File: src/rtl/bfdh_pkg.sv
// ----------------------------------------------------------------------------
// bfdh_pkg: shared definitions for the double-hash bloom filter
// Field widths, register indexes, command codes and the word types that pass
// between the control logic and the bit store.
// ----------------------------------------------------------------------------
package bfdh_pkg;

   // field widths
   localparam int KEY_W      = 64;
   localparam int HALF_W     = 32;
   localparam int BIT_SEL_W  = 5;     // bit inside a 32-bit store word
   localparam int NH_W       = 5;     // num_hashes register
   localparam int NW_W       = 11;    // num_words register
   localparam int CSR_ADDR_W = 2;
   localparam int CSR_DATA_W = 11;

   // register indexes
   localparam logic [CSR_ADDR_W-1:0] CSR_NUM_HASHES = 2'd0;
   localparam logic [CSR_ADDR_W-1:0] CSR_NUM_WORDS  = 2'd1;

   // register reset values
   localparam logic [NH_W-1:0] NH_RESET = 5'd3;
   localparam logic [NW_W-1:0] NW_RESET = 11'd1024;

   // command codes
   localparam logic CMD_INSERT = 1'b0;
   localparam logic CMD_QUERY  = 1'b1;

   // sizing defaults and limits
   localparam int DEFAULT_MAX_WORDS = 1024;
   localparam int MAX_HASHES        = 16;
   localparam int MIN_HASHES        = 2;

   // remainder unit: word index of a 32-bit hash value (upper 27 bits),
   // padded to an even width, two quotient bits per cycle
   localparam int QUO_W     = 28;
   localparam int REM_STEPS = QUO_W / 2;
   localparam int REM_CNT_W = 4;

   // 2^27, the weight of the wrap out of a 27-bit word index
   localparam logic [QUO_W-1:0] WRAP_DIVIDEND = 28'h800_0000;

   // one bit-store access request
   typedef struct packed {
      logic                 go;
      logic                 wr;
      logic [NW_W-1:0]      word;
      logic [BIT_SEL_W-1:0] bit_sel;
   } store_req_type;

   // bit-store status
   typedef struct packed {
      logic clearing;
      logic hit_valid;
      logic hit;
   } store_rsp_type;

endpackage

File: src/rtl/bfdh_rem_unit.sv
// ----------------------------------------------------------------------------
// bfdh_rem_unit: iterative remainder
// Restoring division of a 28-bit dividend by an 11-bit divisor, two bits
// per cycle; done pulses one cycle with the remainder valid.
// ----------------------------------------------------------------------------
module bfdh_rem_unit import bfdh_pkg::*; (
   input  logic             clock,
   input  logic             reset,
   input  logic             start,
   input  logic [QUO_W-1:0] dividend,
   input  logic [NW_W-1:0]  divisor,
   output logic             done,
   output logic [NW_W-1:0]  rem
);

   logic                 busy_ff, busy_in;
   logic                 done_ff, done_in;
   logic [REM_CNT_W-1:0] cnt_ff, cnt_in;
   logic [QUO_W-1:0]     sh_ff, sh_in;
   logic [NW_W-1:0]      rem_ff, rem_in;

   logic [NW_W:0] div_ext;
   logic [NW_W:0] t1, t1r, t2, t2r;

   // two restoring steps
   always_comb begin
      div_ext = {1'b0, divisor};
      t1      = {rem_ff, sh_ff[QUO_W-1]};
      t1r     = (t1 >= div_ext) ? t1 - div_ext : t1;
      t2      = {t1r[NW_W-1:0], sh_ff[QUO_W-2]};
      t2r     = (t2 >= div_ext) ? t2 - div_ext : t2;
   end

   // sequencing
   always_comb begin
      busy_in = busy_ff;
      done_in = 1'b0;
      cnt_in  = cnt_ff;
      sh_in   = sh_ff;
      rem_in  = rem_ff;
      if (start) begin
         busy_in = 1'b1;
         cnt_in  = '0;
         sh_in   = dividend;
         rem_in  = '0;
      end else if (busy_ff) begin
         sh_in  = {sh_ff[QUO_W-3:0], 2'b00};
         rem_in = t2r[NW_W-1:0];
         cnt_in = cnt_ff + 1'b1;
         if (cnt_ff == REM_CNT_W'(REM_STEPS - 1)) begin
            busy_in = 1'b0;
            done_in = 1'b1;
         end
      end
   end

   always_ff @(posedge clock) begin
      if (reset) begin
         busy_ff <= 1'b0;
         done_ff <= 1'b0;
      end else begin
         busy_ff <= busy_in;
         done_ff <= done_in;
      end
      cnt_ff <= cnt_in;
      sh_ff  <= sh_in;
      rem_ff <= rem_in;
   end

   assign done = done_ff;
   assign rem  = rem_ff;

endmodule

File: config.mk
export PLATFORM = sky130hd
export DESIGN_NAME = bfdh_rem_unit
export DESIGN_NICKNAME = d
export VERILOG_FILES = /design/src/rtl/bfdh_pkg.sv /design/src/rtl/bfdh_rem_unit.sv
export SDC_FILE = /design/constraint.sdc
export NUM_CORES = 1
export LEC_CHECK = 0
export BUFFER_PORTS_ARGS = -buffer_cell sky130_fd_sc_hd__buf_2
export CORE_ASPECT_RATIO = 1.2
export CORE_MARGIN = 2
export CORE_UTILIZATION = 49
export CTS_BUF_LIST = sky130_fd_sc_hd__clkbuf_2 sky130_fd_sc_hd__clkbuf_4 sky130_fd_sc_hd__clkbuf_8
export DETAILED_ROUTE_END_ITERATION = 8
export GPL_TIMING_DRIVEN = 0
export PLACE_DENSITY = 0.77
export SLEW_MARGIN = 30
export SYNTH_ARGS = -nofsm -noshare
export SYNTH_HDL_FRONTEND = slang
export SYNTH_SLANG_ARGS = --single-unit
File: constraint.sdc
create_clock -name clock -period 5.7 [get_ports clock]
set_clock_uncertainty 0.1 [all_clocks]
set_input_delay 0.57 -clock clock [delete_from_list [all_inputs] [get_ports clock]]
set_output_delay 0.57 -clock clock [all_outputs]
set_load 0.01 [all_outputs]
Word-level counts from Yosys, hierarchy flattened
Cells that the tools add are included.
Storage, ports and cells
  latch bits: 0
  RAM bits: 0
  memories kept: 0
  input bits: 42
  bits in registers: 45
  output and inout bits: 12
  word-level logic and storage cells: 22
  ROM bits: 0
Operators by class
  reduce and logical (&&, ||, !) cells: 2
  equality and inequality tests: 1
  multiply operators: 0
  div/mod/pow operators: 0
  bitwise operators: 1
  order comparisons: 2
  mux-type cells: 8
  add/sub/neg operators: 3
  shift operators: 0
Operators with widths (count)
  28-bit two-way mux: 2
  12-bit by 11-bit greater-or-equal comparator with 1-bit output: 2
  11-bit two-way mux: 2
  11-bit subtractor: 2
  4-bit by 1-bit adder with 4-bit output (second input constant): 1
  4-bit equality test (second input constant): 1
  1-bit two-way mux: 4
  3-bit OR reduction: 1
  2-bit nonzero test: 1
  1-bit inverter: 1

Depth between registers and ports, before layout
Gate-level depths: netlist of the first run.
  word-level depth: 4
  depth in mapped cells: 20
  depth with buffers taken out: 19

Worst setup path before layout of the first run
Ideal clock, no wire load.
  path type: in2reg
  start: in divisor[0]
  end: reg rem_ff[9] (netlist: rem[9])
  data required time: 5514 ps
  stages on the path: 17
  arrival: 4116 ps
  setup time: 86 ps
  path slack: 1399 ps
  cells stage by stage: ha_1 -> fa_1 -> nand2b_1 -> a21oi_1 -> o21ba_2 -> o21a_4 -> mux2_2 -> ha_1 -> a21oi_1 -> o21ai_0 -> a2111o_1 -> o21ai_0 -> o21ai_1 -> a31o_1 -> buf_4 -> mux2i_1 -> a211oi_1
On the way
  longest elaborated chain between the ends: 4
  elaborated cells between the ends (all ways): 6
  classes of those cells: add/sub: 2; order compare: 2; mux: 2
RTL lines
  from (decl): RTL line bfdh_rem_unit.sv:11  | input logic [NW_W-1:0] divisor,
  11-bit subtractor / 12-bit by 11-bit greater-or-equal comparator with 1-bit output (equally long branches): RTL line bfdh_rem_unit.sv:29  | t1r = (t1 >= div_ext) ? t1 - div_ext : t1;
  11-bit two-way mux: RTL line bfdh_rem_unit.sv:29
  11-bit subtractor / 12-bit by 11-bit greater-or-equal comparator with 1-bit output (equally long branches): RTL line bfdh_rem_unit.sv:31  | t2r = (t2 >= div_ext) ? t2 - div_ext : t2;
  11-bit two-way mux *: RTL line bfdh_rem_unit.sv:31
  to (signal assigned): RTL line bfdh_rem_unit.sv:67  | rem_ff <= rem_in;
  to (decl): RTL line bfdh_rem_unit.sv:20  | logic [NW_W-1:0] rem_ff, rem_in;
Mark *: on every way between the ends. The rest lies on a longest branch, timed or not.
A chain may end at the register's enable or synchronous reset.

Worst setup path after layout of the first run
  start: reg sh_ff[27]
  end: reg rem_ff[8] (netlist: rem[8])
On the way
  longest elaborated chain between the ends: 4
  elaborated cells between the ends (all ways): 6
  classes of those cells: add/sub: 2; order compare: 2; mux: 2
RTL lines
  from (decl): RTL line bfdh_rem_unit.sv:19  | logic [QUO_W-1:0] sh_ff, sh_in;
  from (signal assigned): RTL line bfdh_rem_unit.sv:66  | sh_ff <= sh_in;
  11-bit subtractor / 12-bit by 11-bit greater-or-equal comparator with 1-bit output (equally long branches): RTL line bfdh_rem_unit.sv:29
  11-bit two-way mux *: RTL line bfdh_rem_unit.sv:29
  11-bit subtractor / 12-bit by 11-bit greater-or-equal comparator with 1-bit output (equally long branches): RTL line bfdh_rem_unit.sv:31
  11-bit two-way mux *: RTL line bfdh_rem_unit.sv:31
Marked as above.

==> results of run 1 <==
## worst max-delay path by stage
stage | start | end | depth (start not counted)
2_1_floorplan | divisor[0] | rem[9] | 17
3_3_place_gp | divisor[0] | rem[9] | 18
3_5_place_dp | divisor[0] | rem[8] | 18
4_1_cts | sh_ff[27] | rem[8] | 19
5_1_grt | sh_ff[27] | rem[6] | 18
6_report | sh_ff[27] | rem[8] | 19
## worst register-to-register path: cells and delay by family, from the launching register on
kind	cells	cell delay (ns)
AO/OA/AOI/OAI	11	2.43
adder cells (fa/ha/maj)	3	0.94
buffers and inverters	3	0.41
flip-flops	1	0.37
AND/OR/NAND/NOR	1	0.19
multiplexers	1	0.14
## metrics by stage
step / total power [mW] / setup WS, ns / utilization / cell area, um2
after floorplan: 0.825 / 1.40 / - / 3060
after global placement: 0.931 / 0.798 / 0.566 / 3430
after detailed placement: 0.948 / 0.717 / 0.566 / 3430
after CTS: 1.15 / 1.00 / 0.581 / 3520
after global routing: 1.22 / 0.619 / 0.581 / 3520
final: 1.15 / 1.01 / 0.581 / 3520
## layout make-up
type	instances	area, um2
Clock buffer	6	76.3
Tap cell	82	103
Sequential cell	45	1180
Buffer	10	48.8
Clock inverter	2	15.0
Inverter	21	78.8
Timing Repair Buffer	53	265
Multi-Input combinational cell	229	1750
Fill cell	544	2530
## power breakdown
part,internal (mW),switching [mW]
Sequential,0.387,0.0227
Combinational,0.243,0.295
Clock,0.0913,0.112
Total,0.721,0.431
## cell usage in the layout (no fill, tap or decap), types with 5 or more instances in the layout
master | netlist | routed
o21ai_0 | 13 | 13
clkbuf_1 | 7 | 7
nand2_1 | 18 | 18
dfxtp_1 | 17 | 17
xnor2_1 | 6 | 6
xor2_1 | 9 | 9
a211oi_1 | 9 | 9
buf_2 | 0 | 53
edfxtp_1 | 28 | 28
nor2_1 | 26 | 26
nor3_1 | 7 | 7
mux2_2 | 27 | 27
a21oi_1 | 15 | 15
inv_1 | 21 | 21
a21o_1 | 6 | 6
mux2i_1 | 8 | 8
clkbuf_8 | 0 | 5
ha_1 | 24 | 24
## sequential cells by signal, summed over array words and instances, names as in the netlist
name,flops
sh_ff,28
done,1
busy_ff,1
cnt_ff,4
rem,11
## per-layer routing
metal  track usage  share of wire  vias up
met5             0              0        -
met4        0.0515         0.0090        0
met3        0.0390          0.044        5
li1              -              -     1242
met1         0.228           0.42     1180
met2         0.362           0.52       64
## cells by family after synthesis
group,after synthesis,share of synthesized area
and+or+nand+nor,82,0.133
AOI/OAI and AO/OA,71,0.159
DFF,45,0.386
muxes,35,0.126
buffers and inverters,31,0.0417
adders and majority gates,26,0.111
xor gates and xnor gates,15,0.0430
==> results.cfg, run 1 <==
[sta]
max_freq_ghz = 0.213
tightest_slew_ns = 0.663
hold_viol = 0
rsz0062_at_grt = no
whs_ns = 0.338
slew_viol_final = 0
final.setup.tns_ns = 0
finalCriticalPeriod_ns = 4.69
slew_headroom = 0.558
setup_viol_count_final = 0
min_period_over_period = 0.823

[min_path]
whs_path_depth = 2
worst_hold_startpoint = reset
hold_end = busy_ff
hold_path.class = in -> reg

[placement]
placed_cells = 440
gp_congestion = 0.824
dp_hpwl_um = 5260
numPortBuffers = 53

[worst_setup_path]
arrival_ns = 4.80
worstPathCellList = inv_1 > ha_1 > fa_1 > nand2b_1 > a21oi_1 > o21ba_2 > o21ai_2 > buf_6 > o21ai_0 > ha_1 > a21oi_1 > o21ai_0 > a2111o_1 > o21ai_0 > o21ai_1 > a31o_1 > buf_4 > mux2i_1 > a211oi_1
crit_path_max_incr_delay_ns = 0.41
crit_path_end_kind = flop
r2r-start = sh_ff[27]
r2r_slack_ns = 1.01
rr_endpoint = rem[8]
critPathSlowestCell = a2111o_1
critPathKind = reg -> reg
crit_required_ns = 5.81
ff2ff_path_depth = 19
path_common_cell = o21ai_0
crit_family = compound AO/OA/AOI/OAI gates
cp-start-kind = flop
crit_buf_inv = 3
critPathMaxFanout = 10

[synthesis]
synth_edf_count = 28
ys_types = 54
synth.avg_cell_area_um2 = 10.0
synth_common_cells = edfxtp_1 (28), mux2_2 (27), nor2_1 (26)
yosysMostFrequentCell = edfxtp_1
synth_flop_cell = edfxtp_1
synth.top_cell.area_share = 0.275
netlist_top_cells_area = edfxtp_1 (27%), dfxtp_1 (11%), mux2_2 (9.9%), ha_1 (9.8%), nor2_1 (3.2%)
yosysSeqAreaShare = 0.386
syn_nets = 373
yosysWarnings = 0
netlist_instances = 305
ys_seq_elements = 45
synthArstFlopShare = 0
synth_top_cell_by_area = edfxtp_1
synth_area_um2 = 3060

[die]
io_pins = 54
num_rows = 31
fp.dieH_um = 90.5
die_w_um = 76.1
die-area_um2 = 6890
initial_core_util = 0.505
core_area_um2 = 6050

[pwr]
power.leakage_nw = 1.51
power.density_nw_per_um2 = 327
ir_drop_uv = 196

[final_layout]
area_growth_pct = 15.0
nets = 433
antenna_cells = 0
drive_above_1_share = 0.273
fin_cells = 448

[drt]
drc = 0
ant_nets = 0
wl_um = 6810
vias = 2491
drt_iter0_drc = 106
first_pass_iters = 4
avgRoutedWirePerCell_um = 15.2
via_per_inst = 5.56

[clock_network]
cts_tree = built
post_cts_resized = 0
path_clk_slew_ns = 0.09
clk_path_buf_depth = 2
root_buffer = clkbuf_8
post_cts_buffers = 0
hold_buffers = 0
cts_max_level = 2
cts.sink_count = 45
clk_latency_ns = 0.30
cts_buffers = 5

[global_route]
grt_pass1_wl_um = 10800
grt_pass1_vias = 2400
grt.total_usage = 0.195
antenna_found_initial = 0
grt_max_degree = 29
grt_remaining_overflow = 0

[status]
status = completed

[run]
maxCapViolCount = 0
Power figures use the tool's default switching activity.
==> run 2, diff against run 1 <==
- clock period: 5.7 -> 4.6 ns (I/O delays scaled with it)
==> run 2 against run 1 <==
Sequential power grew 24%. Total power grew 26%. Clock power grew 24%. Highest routed layer unchanged. First-iteration DRC count shrank 22%. Maximum frequency grew 6.9%. Hold slack lost 0.11 ns. Combinational power grew 29%.
==> results.cfg, run 2 (synthesis results as in run 1) <==
[drt]
wl_um = 6920
drc = 0
via_per_inst = 5.51
drt_iter0_drc = 83
ant_nets = 0
vias = 2487
met2_length_um = 3600
first_pass_iters = 4
met3_length_um = 262
wl_met1_um = 2990
avgRoutedWirePerCell_um = 15.3
top_layer = met4

[sta]
whs_ns = 0.227
slew_viol_final = 0
finalCriticalPeriod_ns = 4.39
tightest_slew_ns = 0.657
final.setup.tns_ns = 0
hold_viol = 0
slew_headroom = 0.562
rsz0062_at_grt = no
min_period_over_period = 0.954
max_freq_ghz = 0.228
setup_viol_count_final = 0

[clock_network]
clk_path_buf_depth = 2
cts.sink_count = 45
hold_buffers = 0
cts_tree = built
cts_buffers = 5
clk_latency_ns = 0.30
path_clk_slew_ns = 0.09
root_buffer = clkbuf_8
cts_max_level = 2

[worst_setup_path]
crit_path_end_kind = flop
cp-start-kind = flop
arrival_ns = 4.50
worstPathCellList = ha_1 > a211oi_2 > o21ai_0 > or4_4 > o21ai_4 > buf_6 > nand2_1 > o21ai_1 > ha_1 > a21oi_1 > o21ai_1 > a2111o_1 > o21ai_1 > o21ai_1 > a31o_1 > buf_4 > mux2i_1 > a211oi_1
crit_buf_inv = 2
critPathSlowestCell = or4_4
crit_path_max_incr_delay_ns = 0.47
critPathMaxFanout = 10
crit_required_ns = 4.71
critPathKind = reg -> reg
r2r_slack_ns = 0.21
path_common_cell = o21ai_1
crit_family = compound AO/OA/AOI/OAI gates

[global_route]
grt.total_usage = 0.195
grt_pass1_wl_um = 10800
grt_pass1_vias = 2400
grt_remaining_overflow = 0
antenna_found_initial = 0
grt_max_degree = 29

[die]
io_pins = 54
num_rows = 31
fp.dieH_um = 90.5
initial_core_util = 0.505
die-area_um2 = 6890
core_area_um2 = 6050
die_w_um = 76.1

[final_layout]
regMostFlops = sh_ff
final_cell_mix = buf_2 (53), edfxtp_1 (28), mux2_2 (27)
drive_above_1_share = 0.293
area_growth_pct = 16.9
fillCellCount = 542
largest_reg_flops = 28
antenna_cells = 0
nets = 436
layout_commonest_cell = buf_2

[pwr]
ir_drop_uv = 242
internal-power_mw = 0.909
clockPowerShare = 0.173
power.density_nw_per_um2 = 407
p_seq_frac = 0.349
switching_power_mw = 0.546
power.leakage_nw = 1.53
power.share.combinational = 0.478
netSwitchingFraction = 0.375

[placement]
numPortBuffers = 53
gp_congestion = 0.824
dp_hpwl_um = 5260

[min_path]
hold_path.class = in -> reg

[run]
maxCapViolCount = 0

[status]
status = completed
run 2: changes by cell type in the layout (fill, tap and decap cells not counted), sizes merged:
cell | before | now
buf | 56 | 59
run 2: cell type report:
| type | count | area, um2 | share of cell area |
|---|---|---|---|
| flip-flops and latches | 45 | 1180 | 0.331 |
| well taps | 82 | 103 | 0.0287 |
| inverters | 21 | 78.8 | 0.0221 |
| clock inverters | 2 | 15.0 | 0.00420 |
| repair buffers | 56 | 288 | 0.0805 |
| multi-input cells | 229 | 1780 | 0.499 |
| plain buffers | 10 | 48.8 | 0.0137 |
| clock buffers | 6 | 76.3 | 0.0214 |
run 2: worst paths after layout:
| check | start | end | cells after the start |
|---|---|---|---|
| setup / recovery | rem[4] | rem[2] | 18 |
| hold / removal | reset | busy_ff | 2 |
| setup reg to reg | rem[4] | rem[2] | 18 |
| hold reg to reg | cnt_ff[3] | done | 2 |
run 2: power by group through the flow:
stage               registers (mW)  clock network [mW]  logic [mW]
detailed placement           0.517                   0       0.658
global route                 0.514               0.269       0.761
floorplan                    0.515                   0       0.507
finish                       0.508               0.252       0.695
CTS                          0.508               0.257       0.666
global placement             0.514                   0       0.639
run 2: metrics by stage:
step	util	instance area [um2]	cells	setup slack (ns)	power [mW]
6_report	0.591	3570	451	0.213	1.45
3_5_place_dp	0.566	3430	440	-0.273	1.17
4_1_cts	0.582	3520	448	0.0492	1.43
2_1_floorplan	-	3060	305	0.409	1.02
3_3_place_gp	0.566	3430	440	-0.192	1.15
5_1_grt	0.591	3570	451	0.0130	1.54
run 2: per-layer routing:
layer	vias up	track usage
met2	55	0.363
li1	1244	-
met5	-	0
met4	0	0.0515
met1	1183	0.228
met3	5	0.0390
run 2: timing repair:
action                     CTS  global route
resized for setup            3             9
pin swaps                    0             3
setup buffers                0             3
setup endpoints to repair   11            11
